[src/rtl/sab_mem.sv]
// ----------------------------------------------------------------------------
// sab_mem: single-port RAM with registered read
// Reads every cycle, writes when we; read data appears on the next cycle.
// ----------------------------------------------------------------------------
module sab_mem #(
  parameter int DEPTH = 4,
  parameter int WIDTH = 8,
  parameter int AW    = 2
) (
  input  logic             clk,
  input  logic             we,
  input  logic [AW-1:0]    addr,
  input  logic [WIDTH-1:0] wdata,
  output logic [WIDTH-1:0] rdata
);

  logic [WIDTH-1:0] mem [DEPTH];

  // write the addressed entry when we is set; it is read every cycle
  always_ff @(posedge clk) begin
    if (we) begin
      mem[addr] <= wdata;
    end
    rdata <= mem[addr];
  end

endmodule

[config.mk]
export PLATFORM = sky130hd
export DESIGN_NAME = sab_mem
export DESIGN_NICKNAME = d
export VERILOG_FILES = /design/src/rtl/sab_mem.sv
export SDC_FILE = /design/constraint.sdc
export NUM_CORES = 1
export LEC_CHECK = 0
export ABC_CLOCK_PERIOD_IN_PS = 2450
export BUFFER_PORTS_ARGS = -buffer_cell sky130_fd_sc_hd__buf_4
export CAP_MARGIN = 25
export CORE_ASPECT_RATIO = 1.25
export CORE_MARGIN = 8
export CORE_UTILIZATION = 35
export CTS_BUF_LIST = sky130_fd_sc_hd__clkbuf_8
export DETAILED_ROUTE_END_ITERATION = 7
export PLACE_DENSITY = 0.63
export RECOVER_POWER = 100
export SETUP_SLACK_MARGIN = 0.5
export SYNTH_ARGS = -nofsm -noshare
export SYNTH_HDL_FRONTEND = slang
export SYNTH_SLANG_ARGS = --single-unit
[constraint.sdc]
create_clock -name clk -period 2.45 [get_ports clk]
set_input_delay 0 -clock clk [delete_from_list [all_inputs] [get_ports clk]]
set_output_delay 0 -clock clk [all_outputs]
set_load 0.02 [all_outputs]
; After elaboration in Yosys (flattened, before gate mapping)
; Memory sizes are Yosys's and may differ from the RTL's. A register that Yosys moved wholly into a read port is not among the register bits.
; Cells that the tools add are included.
[totals]
ff_bits = 0
mem_bits_rw = 32
input_bits = 12
output_inout_bits = 8
elab_cells = 3
mem_count = 1
[op_classes]
muxes = 2
[memory_table]
columns = memory, depth, width, read_ports, rd_ports_with_merged_regs, write_ports, line
row1 = mem, 4, 8, 1, 1, 1, 17  ; logic [WIDTH-1:0] mem [DEPTH];
[op_table]
columns = cell, count
row1 = $mux W1, 2

; Depth between registers and ports, before layout
[logic_depth]
ltp_word = 2
mapped_depth = 2
depth_no_buf = 1

; Least setup slack after synthesis
; Ideal clock, no wire load.
[synth_timing]
path_kind = input to register
from = input port addr[1]
to = memory mem[0][0], enable pin
setup_time_ns = 0.385
arrival_time_ns = 0.856
required_ns = 2.065
setup_slack_ns = 1.208
stages = 2
path_buffers = 1
cell_sequence = buf_2 -> nor3b_1
[synth_rtl]
columns = element, line
row1 = start: declaration, 12  ; input logic [AW-1:0] addr,
row2 = end: declaration, 17
; Straight into the memory's write port.

; Worst setup path after layout
[layout_timing]
from = input port addr[0]
to = memory mem[1][7], enable pin
; Straight into the memory's write port.

==> impl_results.md <==
- Status: completed
- Cell variety after synth: 9
- Internal power: 0.00104 W
- Hold Vio Cnt, Final: 0
- Peak supply drop: 0.347 mV
- Slew @ Worst Pin: 0.746 ns
- Slew HR: 0.503
- Clock skew: 0.00550 ns
- Via count: 620
- Drt pass-1 iters: 3
- Top post-synthesis cells by area: edfxtp_1 (71%), dfxtp_1 (12%), mux4_2 (9.9%)
- GRT Residual Overflow: 0
- CTS buffer count: 5
- Die width: 71.8 µm
- Post-CTS Setup Bufs: 0
- Sw power: 0.000273 W
- Die height: 85.7 µm
- First-pass GRT wire length: 3.46 mm
- Clock Sinks: 40
- Syn Area/Cell: 25.2 µm²
- Die ar.: 6150 µm²
- # IOs: 20
- Fmax: 843 MHz
- Row cnt: 25
- Maximum fanout along the worst path: 12
- Post-route ant nets: 0
- Buf/Inv on CP: 1
- Crit path kind: input pin to flip-flop
- Hold Buf Count CTS: 8
- Reg power frac: 0.597
- Area of the core: 3750 µm²
- Root Buffer: clkbuf_8
- Setup crit end kind: flip-flop
- DRC viols: 0
- GP Congestion: 0.673
- CP cell instances: clkbuf_1 -> and3b_1
- Clock buffer depth: 2
- Tmin final: 1.19 ns
- CP Launch Type: input pin
- N_diodes: 0
- Largest area contributor in the netlist: edfxtp_1
- Worst hold margin: 0.0684 ns
- CTS tree: built
- Number of vias per cell: 4.84
- Setup violators final: 0
- Critical path's slowest cell: and3b_1
- Vias in the first global route: 692
- Initial Util: 0.362
- Post-Syn Nets: 66
- Fin crit share: 0.484
- Cell count after synthesis: 54
- Clk pwr share: 0.335
- Max stage delay on crit path: 0.57 ns
- Largest net degree at the start of global routing: 13
- Starting DRT DRC Count: 47
- Share of cells above drive strength 1: 0.182
- Gate power share: 0.067
- Max Cap Viol: 0
- Critical Path AT: 1.12 ns
- RSZ-0062 raised after global routing: false
- Synth warnings: 0
- Sw frac: 0.209
- Yosys top cell area share: 0.707
- CTS HTree Levels: 2
- Hold WC Path Type: input pin to flip-flop
- DR WL/cell: 16.9 µm
- CP top delay family: simple AND/OR/NAND/NOR gates
- Worst path required time: 2.39 ns
- Share of the yosys chip area belonging to registers: 0.824
- Most frequent cells in the layout: edfxtp_1 (32), clkbuf_1 (18), dlygate4sd3_1 (8), dfxtp_1 (8)
- Total Nets Final: 99
- Pleak: 0.557 nW
- Initial antenna violation count: 0
- Worst skew pair latency: 0.29 ns
- Routed wire length: 2.17 mm
- All-Layer GR Usage: 0.0802
- Cts repair resizes: 0
- Yosys reg bits: 40
- Pins Over Slew Limit: 0
- Total negative slack: 0 ns
- Input/output buffers: 19
- Most common cell after layout, fill and taps aside: edfxtp_1
- Reg clk slew, reported paths: 0.07 ns
- Synth-to-layout area growth: 21.0%
- Cell Pwr Density: 797 nW/µm²
- Mapped Area: 1360 µm²
-- layer usage --
layer	GRT usage	up-vias	wire length, µm
met3	0.0420	5	132
met2	0.132	17	1160
li1	-	287	-
met4	0.0670	0	78
met1	0.0704	311	794
met5	0	-	0
-- kinds of logic after synthesis --
logic type,Yosys count,share of synthesized area
multiplexers,8,0.138
AND/OR/NAND/NOR,4,0.0258
flip-flops,40,0.824
buffers and inverters,2,0.0120
-- final cells by class --
| cell class | count | area, µm² |
|---|---|---|
| timing repair buffer | 28 | 163 |
| multi-input combinational | 12 | 219 |
| sequential | 40 | 1120 |
| clock buffer | 6 | 82.6 |
| fill | 348 | 2110 |
| clock inverter | 2 | 10.0 |
| tap | 40 | 50.0 |
-- final timing paths --
check                           cells past startpoint      start  slack, ns         to
worst max-delay path                                2    addr[0]       1.26  mem[1][7]
worst max register to register                      1  mem[1][0]       1.46   rdata[0]
worst min-delay path                                2    addr[1]       0.07   rdata[7]
worst min register to register                      1  mem[3][7]       0.54   rdata[7]
-- per-stage QoR --
stage	setup slack [ns]	area, µm²	cells	total power, W	utilization
after CTS	1.45	1720	128	0.00134	0.457
after floorplan	1.21	1360	54	0.000848	-
after global routing	1.14	1650	128	0.00136	0.438
after global placement	1.28	1540	112	0.000895	0.411
after detailed placement	1.27	1540	112	0.000898	0.411
final	1.26	1650	128	0.00131	0.438
-- Yosys cell counts --
cell / instances
edfxtp_1: 32
dfxtp_1: 8
mux4_2: 6
and3b_2: 2
mux4_1: 2
and3_2: 1
buf_2: 1
buf_6: 1
nor3b_1: 1
-- state kept, by name (all words and copies together) (netlist names) --
signal,cells
mem,32
rdata,8
-- power groups by stage --
stage | clock network (W) | registers [W] | logic [W]
after CTS | 0.000448 | 0.000784 | 0.000109
after global placement | 0 | 0.000798 | 0.0000975
final | 0.000440 | 0.000783 | 0.0000885
after detailed placement | 0 | 0.000799 | 0.0000992
after floorplan | 0 | 0.000813 | 0.0000348
after global routing | 0.000472 | 0.000786 | 0.0000966
No activity file was read; power rests on OpenSTA's default activity.
